**config.mk**
```make
export PLATFORM = sky130hd
export DESIGN_NAME = obim_fifo
export DESIGN_NICKNAME = d
export VERILOG_FILES = /design/src/design/obim_pkg.sv /design/src/design/obim_fifo.sv
export SDC_FILE = /design/constraint.sdc
export NUM_CORES = 1
export LEC_CHECK = 0
export CAP_MARGIN = 20
export CELL_PAD_IN_SITES_DETAIL_PLACEMENT = 0
export CELL_PAD_IN_SITES_GLOBAL_PLACEMENT = 1
export CORE_ASPECT_RATIO = 0.6
export CORE_MARGIN = 8
export CORE_UTILIZATION = 45
export CTS_BUF_LIST = sky130_fd_sc_hd__clkbuf_4 sky130_fd_sc_hd__clkbuf_8
export DETAILED_ROUTE_END_ITERATION = 10
export DONT_BUFFER_PORTS = 1
export HOLD_SLACK_MARGIN = 0.05
export PLACE_DENSITY_LB_ADDON = 0.1
export SLEW_MARGIN = 15
export SYNTH_ARGS = -nofsm -noshare
export SYNTH_HDL_FRONTEND = slang
export SYNTH_SLANG_ARGS = --single-unit
export TNS_END_PERCENT = 30
```
**constraint.sdc**
```tcl
create_clock -name clk -period 10.4 [get_ports clk]
set_input_delay 0.52 -clock clk [delete_from_list [all_inputs] [get_ports clk]]
set_output_delay 0.52 -clock clk [all_outputs]
set_load 0.005 [all_outputs]
```
**src/design/obim_pkg.sv**
```systemverilog
`default_nettype none
package obim_pkg;

  localparam int IN_DATA_W  = 136;
  localparam int OUT_DATA_W = 96;
  localparam logic [35:0] MASK36 = 36'hF_FFFF_FFFF;
  localparam logic [16:0] ONE_Q16 = 17'h1_0000;

  // Register indexes of the configuration port.
  localparam logic [1:0] REG_EMA_WEIGHT      = 2'd0;
  localparam logic [1:0] REG_VACUUM_FRACTION = 2'd1;
  localparam logic [1:0] REG_HOLD_FRACTION   = 2'd2;

  typedef struct packed {
    logic [1:0]  book;
    logic [2:0]  level;
    logic        last;
    logic [31:0] bid_price;
    logic [31:0] bid_qty;
    logic [31:0] ask_price;
    logic [31:0] ask_qty;
  } obim_item_t;

  typedef struct packed {
    logic [15:0] ema_weight;
    logic [15:0] vacuum_fraction;
    logic [15:0] hold_fraction;
  } obim_cfg_t;

  typedef struct packed {
    logic        full_book;
    logic        vacuum;
    logic [35:0] baseline;
    logic [35:0] depth_total;
    logic [15:0] imbalance;
    logic [1:0]  book_id;
  } obim_res_t;

endpackage
`default_nettype wire

```
**src/design/obim_fifo.sv**
```systemverilog
`default_nettype none
module obim_fifo import obim_pkg::*; (
  input  wire logic        clk,
  input  wire logic        rst_n,
  input  wire logic        push,
  input  wire obim_item_t  push_item,
  output logic             full,
  input  wire logic        pop,
  output logic             head_valid,
  output obim_item_t       head_item
);

  obim_item_t slot_r [2];
  logic       wr_ptr_r;
  logic       rd_ptr_r;
  logic [1:0] count_r;

  assign full       = (count_r == 2'd2);
  assign head_valid = (count_r != 2'd0);
  assign head_item  = slot_r[rd_ptr_r];

  always_ff @(posedge clk) begin
    if (!rst_n) begin
      wr_ptr_r <= 1'b0;
      rd_ptr_r <= 1'b0;
      count_r  <= 2'd0;
    end else begin
      if (push) begin
        slot_r[wr_ptr_r] <= push_item;
        wr_ptr_r <= !wr_ptr_r;
      end
      if (pop) begin
        rd_ptr_r <= !rd_ptr_r;
      end
      count_r <= count_r + 2'(push) - 2'(pop);
    end
  end

endmodule
`default_nettype wire

```
==> flow_summary.toml, run 1 <==
[status]
outcome = "finished clean"

[placement]
numPortBuffers = 0
dp_hpwl_um = 14600
post-place-cells = 715
placed_area_sq_um = 10400
place_ws_ns = 7.72
globalplace.congestion = 0.699

[setup_path]
setup.worst_path.start_class = "flip-flop"
cp-end-kind = "output port"
cp.required_ns = 9.88
arrival_ns = 2.66
critical_path_peak_fanout = 53
criticalPathCategory = "reg2out"

[yosys]
synth_area_per_cell_sq_um = 23.1
synthCells = 439
synth_cell_type_count = 16
synthesis.area_sq_um = 10100
ys_seq_area_share_pct = 80.4
yosysWarnings = 0
ys_ff_latch = 273
synth_nets = 579

[timing]
maxSlewHeadroom_pct = 35.9
worstMarginPinSlew_ns = 0.962
post-route-period-util_pct = 30.6
drv_slew = 0
finalSetupViolCount = 0
finalSetupTns_ns = 0
rsz0062_at_grt = "false"
max_freq_mhz = 315
hold_viol = 0
hold_ws_ns = 0.0976
finalWorstSetupSlack_ns = 7.22
finalClockSkew_ns = 0.0175
finalCriticalPeriod_ns = 3.18

[layout]
final_cell_mix = "edfxtp_1 (268), dlygate4sd3_1 (113), mux2_2 (74), mux2_4 (60), clkbuf_8 (41)"
final_cell_area_sq_um = 12300
nets = 723
n_antenna_cell = 0
syn2layout_area_growth_pct = 21.3
layout-drive-gt1-share_pct = 33.4
fin_cells = 897
final_common_cell = "edfxtp_1"

[clock_tree]
clock-sinks = 273
cts_inserted_buffers = 39
h-tree-depth = 2
cts-root-buf = "clkbuf_8"
post_cts_resized = 0
postCtsSetupBuffers = 0
cts_hold_buf = 107
cts_tree = "yes"
insertion_delay_ns = 0.52
clockBufferDepth = 3
clk_pin_slew_ns = 0.06

[global_route]
grt_pass1_vias = 4868
track_usage_pct = 14.9
grt_max_degree = 72
overflow = 0
antenna_found_initial = 1
grt_pass1_wl_um = 31000

[power]
p_leak_nw = 4.20
vdd_drop_max_mv = 0.117
power.density_nw_per_um2 = 183

[drt]
drc = 0
dr_total_vias = 4476
wl_um = 21500
ant_nets = 0
drt_iter0_markers = 218
wl_per_cell_um = 24.0
drt_first_pass_iters = 4
vias_per_cell = 4.99

[die]
coreArea_sq_um = 22100
num_rows = 42
fp.dieH_um = 132
dieArea_sq_um = 27700
io_pins = 274
start_util_pct = 45.9
dieWidth_um = 210

[run]
drv_cap = 0

[hold_path]
hold_path.class = "in2reg"
-- layout make-up --
cell class              instances  area, sq um
clock buffers                  56          677
clock inverters                13         55.1
fillers                      1681         9770
inverters                       2         7.51
multi-input cells             149         1870
flip-flops and latches        273         8150
well taps                     286          358
repair buffers                118         1180
-- state kept, by name, summed over array words and instances, names as in the netlist, named ones only --
name,count
slot_r,268
rd_ptr_r,1
count_r,2
wr_ptr_r,1
-- per-layer routing --
metal / track usage, % / vias to the layer above / share of wire (%)
li1: - / 2033 / -
met2: 23.5 / 163 / 47
met4: 4.68 / 2 / 1.8
met1: 17.5 / 2241 / 41
met3: 7.69 / 37 / 11
met5: 0 / - / 0.060
-- where the power goes --
part           internal, mW  switching, mW  leakage (nW)
sequential             1.26         0.0194          2.50
clock                 0.418          0.371         0.396
combinational         0.102         0.0873          1.30
total                  1.78          0.477          4.20
-- worst paths after layout --
path                          from  cells after the start                       to  slack, ns
min                  push_item[42]                      0  slot_r[1][42]$_DFFE_PP_        0.1
max reg2reg  wr_ptr_r$_SDFFE_PN0P_                      2  slot_r[1][98]$_DFFE_PP_       7.89
max                      flip-flop                      2           head_item[133]       7.22
min reg2reg  rd_ptr_r$_SDFFE_PN0P_                      2                flip-flop       0.57
-- Yosys cell counts --
cell      instances  share of area (%)
edfxtp_1        268                 79
mux2_2           74                8.2
mux2_4           60                8.9
buf_6             8               0.89
buf_2             7               0.35
dfxtp_1           5               0.99
and2_1            4               0.25
ha_1              2               0.25
inv_1             2              0.074
nor2b_1           2               0.12
xor2_1            2               0.17
and3_1            1              0.062
nand2_1           1              0.037
nor2_1            1              0.037
or2_2             1              0.062
xnor3_1           1               0.22
-- cells by family after synthesis --
kind of cell,after synthesis,synth area share [%]
and+or+nand+nor,10,0.568
buffers and inverters,17,1.31
muxes,134,17.1
xor gates and xnor gates,3,0.395
adders and majority gates,2,0.247
DFF,273,80.4
-- critical path: stages, from the launching register on --
cell and delay (ns):
dfxtp_4 0.77, buf_4 0.82, mux2_2 0.44
-- per-stage QoR --
step	utilization [%]	total power, mW
2_1_floorplan	-	1.43
5_1_grt	55.7	2.35
3_3_place_gp	47.2	1.45
6_report	55.7	2.26
3_5_place_dp	47.3	1.46
4_1_cts	55.5	2.29
(Power assumes the default switching activity.)
==> run 2: changes to the inputs <==
- clock period: 10.4 -> 2.8 ns (I/O delays scaled with it)
==> flow_summary.toml, run 2 (synthesis results as in run 1) <==
[status]
outcome = "finished clean"

[global_route]
overflow = 0
track_usage_pct = 15.5
grt_max_degree = 71
grt_pass1_wl_um = 32600
antenna_found_initial = 2
grt_pass1_vias = 5169

[setup_path]
criticalPathCategory = "reg2out"
cp-end-kind = "output port"
r2r-end = "count_r[0]$_SDFF_PN0_"
critical_path_peak_fanout = 42
ff2ff_setup_slack_ns = 1.01
arrival_ns = 2.13
worst-r2r-cell-count = 6
setup.worst_path.start_class = "flip-flop"
timing.rr.start = "count_r[0]$_SDFF_PN0_"
cp.required_ns = 2.66

[timing]
max_freq_mhz = 441
post-route-period-util_pct = 81.1
finalSetupViolCount = 0
worstMarginPinSlew_ns = 0.610
hold_viol = 0
rsz0062_at_grt = "false"
finalClockSkew_ns = 0.0178
finalCriticalPeriod_ns = 2.27
maxSlewHeadroom_pct = 59.3
drv_slew = 0

[placement]
dp_hpwl_um = 14700
placed_area_sq_um = 10500
globalplace.congestion = 0.747
numPortBuffers = 0
post-place-cells = 718

[drt]
wl_um = 22100
vias_per_cell = 5.02
drt_iter0_markers = 192
wl_per_cell_um = 23.9
dr_total_vias = 4642
drc = 0
ant_nets = 0
drt_first_pass_iters = 4

[hold_path]
hold_depth = 3
hold_end = "slot_r[0][81]$_DFFE_PP_"
hold_path.class = "in2reg"
hold_start = "push"

[layout]
final_cell_area_sq_um = 12600
utilization_pct = 57.3
final_common_cell = "edfxtp_1"
syn2layout_area_growth_pct = 24.7
largest_reg_flops = 268
nets = 752
largest_register = "slot_r"
fin_cells = 925
layout-drive-gt1-share_pct = 32.3
final_cell_mix = "edfxtp_1 (268), dlygate4sd3_1 (138), mux2_2 (74), mux2_4 (60), clkbuf_8 (41)"
multi_input_area_sq_um = 1870
num-fill-cells = 1649
area.sequential_sq_um = 8150
top_regs = "slot_r x268, count_r x2"

[die]
fp.dieH_um = 132
start_util_pct = 45.9
dieWidth_um = 210
coreArea_sq_um = 22100
num_rows = 42
dieArea_sq_um = 27700
io_pins = 274

[power]
vdd_drop_max_mv = 0.450
report.power.total_mw = 8.53
p_leak_nw = 4.33
power.density_nw_per_um2 = 675

[clock_tree]
clockBufferDepth = 3
insertion_delay_ns = 0.54
cts_inserted_buffers = 40
cts-root-buf = "clkbuf_8"
post_cts_resized = 0
h-tree-depth = 2
cts_tree = "yes"
clock-sinks = 273
clk_pin_slew_ns = 0.06

[run]
drv_cap = 0
==> run 2: cell types whose count changed in the layout (fill, tap and decap cells not counted) <==
cell           change
buf_12             +4
buf_4              -1
bufinv_16          +1
clkbuf_4           -4
clkinv_1           -1
clkinvlp_4         +2
diode_2            +2
dlygate4sd3_1     +25
==> run 2: critical path, cell delays in order (launching register included) <==
cell     delay (ns)
dfxtp_4        0.74
buf_4          0.44
mux2_2         0.41
==> run 2: worst max-delay path by stage <==
stage / to / slack, ns / cells past startpoint
after global placement: slot_r[1][34]$_DFFE_PP_ / 1.04 / 2
after floorplan: slot_r[1][0]$_DFFE_PP_ / -1.25 / 1
final: head_item[26] / 0.53 / 2
after detailed placement: slot_r[1][38]$_DFFE_PP_ / 1.01 / 2
after CTS: head_item[51] / 0.46 / 2
after global routing: head_item[51] / 0.37 / 2
==> run 2: repair_timing <==
item / CTS / global route
setup buffers: 0 / 0
hold buffers: 138 / 0
endpoints found under the hold margin: 273 / 0
==> run 2: layer usage <==
| layer | GRT usage (%) | vias to the layer above | share of wire, % |
|---|---|---|---|
| met5 | 0 | - | 0 |
| met4 | 4.72 | 0 | 1.6 |
| met3 | 7.08 | 31 | 8.8 |
| met2 | 24.7 | 175 | 48 |
| met1 | 18.8 | 2349 | 42 |
| li1 | - | 2087 | - |
==> run 2: power by group <==
group | switching, mW | internal (mW)
clock | 1.42 | 1.59
combinational | 0.357 | 0.414
sequential | 0.0678 | 4.67
==> run 2: cell type report <==
cell class                 instances  area share (%)
clock inverter                    15           0.762
inverter                           2          0.0594
sequential                       273            64.5
antenna                            2          0.0396
clock buffer                      52            5.12
timing repair buffer             146            11.9
multi-input combinational        149            14.8
tap                              286            2.83
==> run 2: metrics by stage <==
step	setup slack (ns)	hold WS (ns)	TNS, ns
after global routing	0.374	0.152	0
after global placement	1.04	0.239	0
after CTS	0.456	0.126	0
after detailed placement	1.01	0.239	0
final	0.530	0.165	0
after floorplan	-1.25	0.239	-168.07
==> run 3: changes to the inputs <==
- clock period: 2.8 -> 2.15 ns (I/O delays scaled with it)
==> flow_summary.toml, run 3 (synthesis results as in run 1) <==
[global_route]
track_usage_pct = 15.0
grt_pass1_wl_um = 31700
overflow = 0
grt_max_degree = 73
antenna_found_initial = 3
grt_pass1_vias = 5007

[timing]
hold_ws_ns = 0.122
drv_slew = 0
maxSlewHeadroom_pct = 65.8
finalCriticalPeriod_ns = 1.90
max_freq_mhz = 527
finalClockSkew_ns = 0.0118
rsz0062_at_grt = "false"
finalSetupTns_ns = 0
hold_viol = 0
post-route-period-util_pct = 88.3
finalWorstSetupSlack_ns = 0.252
worstMarginPinSlew_ns = 0.513
finalSetupViolCount = 0

[layout]
largest_register = "slot_r"
nets = 751
largest_reg_flops = 268
syn2layout_area_growth_pct = 25.0
final_common_cell = "edfxtp_1"
fin_cells = 926
num-fill-cells = 1647
layout-drive-gt1-share_pct = 33.2
final_cell_mix = "edfxtp_1 (268), dlygate4sd3_1 (138), mux2_2 (74), mux2_4 (60), clkbuf_8 (43)"
utilization_pct = 57.4
top_regs = "slot_r x268, count_r x2"

[die]
dieWidth_um = 210
num_rows = 42
start_util_pct = 45.9
fp.dieH_um = 132
coreArea_sq_um = 22100
dieArea_sq_um = 27700
io_pins = 274

[power]
pwr-share-clk_pct = 36.0
p_comb_share_pct = 9.2
seqPwrFrac_pct = 54.9
p_sw_share_pct = 21.5
p_leak_nw = 4.35
power_switching_mw = 2.41
power.density_nw_per_um2 = 883
vdd_drop_max_mv = 0.594
p_int_mw = 8.78

[clock_tree]
cts-root-buf = "clkbuf_8"
clk_pin_slew_ns = 0.06
cts_tree = "yes"
h-tree-depth = 2
cts_inserted_buffers = 41
post_cts_resized = 0
clockBufferDepth = 3
clock-sinks = 273
insertion_delay_ns = 0.53

[status]
outcome = "finished clean"

[drt]
wl_per_cell_um = 23.0
ant_nets = 0
dr_total_vias = 4599
drt_iter0_markers = 163
drt_first_pass_iters = 5
vias_per_cell = 4.97
drc = 0
wl_um = 21300

[setup_path]
arrival_ns = 1.79
r2r-end = "count_r[1]$_SDFF_PN0_"
timing.rr.start = "count_r[0]$_SDFF_PN0_"
ff2ff_setup_slack_ns = 0.78
setup.worst_path.start_class = "flip-flop"
cp.required_ns = 2.04
cp-end-kind = "output port"
criticalPathCategory = "reg2out"
worst-r2r-cell-count = 6
critical_path_peak_fanout = 67

[placement]
place_ws_ns = 0.789
globalplace.congestion = 0.703
post-place-cells = 716
numPortBuffers = 0

[hold_path]
hold_end = "slot_r[0][38]$_DFFE_PP_"
hold_start = "push"
hold_depth = 3
hold_path.class = "in2reg"

[run]
drv_cap = 0
run 3: cell count changes in the layout (fill, tap and decap cells not counted), sizes merged:
cell,before,now
clkinv,12,8
bufinv,1,0
buf,8,6
clkbuf,52,61
diode,2,1
run 3: layout make-up:
cell class / instances / area, sq um / share of cell area, %
antenna: 1 / 2.50 / 0.0198
multi-input combinational: 149 / 1870 / 14.8
tap: 286 / 358 / 2.82
timing repair buffer: 144 / 1500 / 11.9
inverter: 2 / 7.51 / 0.0593
clock buffer: 61 / 727 / 5.74
clock inverter: 10 / 50.0 / 0.395
sequential: 273 / 8150 / 64.4
run 3: worst max-delay path by stage:
| stage | from | end | slack, ns | cells after the start |
|---|---|---|---|---|
| global placement | count_r[0]$_SDFF_PN0_ | count_r[1]$_SDFF_PN0_ | 0.79 | 6 |
| floorplan | wr_ptr_r$_SDFFE_PN0P_ | slot_r[0][0]$_DFFE_PP_ | -0.56 | 1 |
| finish | flip-flop | head_item[24] | 0.25 | 2 |
| global route | flip-flop | head_item[23] | 0.15 | 2 |
| detailed placement | count_r[0]$_SDFF_PN0_ | count_r[1]$_SDFF_PN0_ | 0.79 | 6 |
| CTS | flip-flop | head_item[23] | 0.20 | 2 |
run 3: critical path: stages, from the launching register on:
cell     delay, ns
dfxtp_4       0.37
buf_12        0.37
mux2_2        0.43
run 3: metrics by stage:
| step | cell area (sq um) | power, mW |
|---|---|---|
| global route | 12700 | 11.7 |
| CTS | 12700 | 11.4 |
| global placement | 10500 | 7.04 |
| finish | 12700 | 11.2 |
| detailed placement | 10500 | 7.06 |
| floorplan | 10100 | 6.87 |
run 3: power groups by stage:
stage | Clock (mW) | Combinational [mW] | Sequential, mW
floorplan | 0 | 0.624 | 6.25
global placement | 0 | 0.795 | 6.24
detailed placement | 0 | 0.802 | 6.25
CTS | 4.18 | 1.06 | 6.14
global route | 4.42 | 1.10 | 6.15
finish | 4.03 | 1.03 | 6.14
run 3: routing by layer:
layer  vias to the layer above  global-route usage, %  wire length, um
met2                       177                   23.0             9820
met4                         4                   4.80              405
met1                      2284                   18.5             8920
met3                        40                   7.03             2080
met5                         -                      0               27
li1                       2094                      -                -
run 3: timing repair:
item | 4_1_cts | 5_1_grt
endpoints found under the setup margin | 0 | 0
setup buffers | 0 | 0
hold endpoints to repair | 273 | 0
hold buffers | 138 | 0
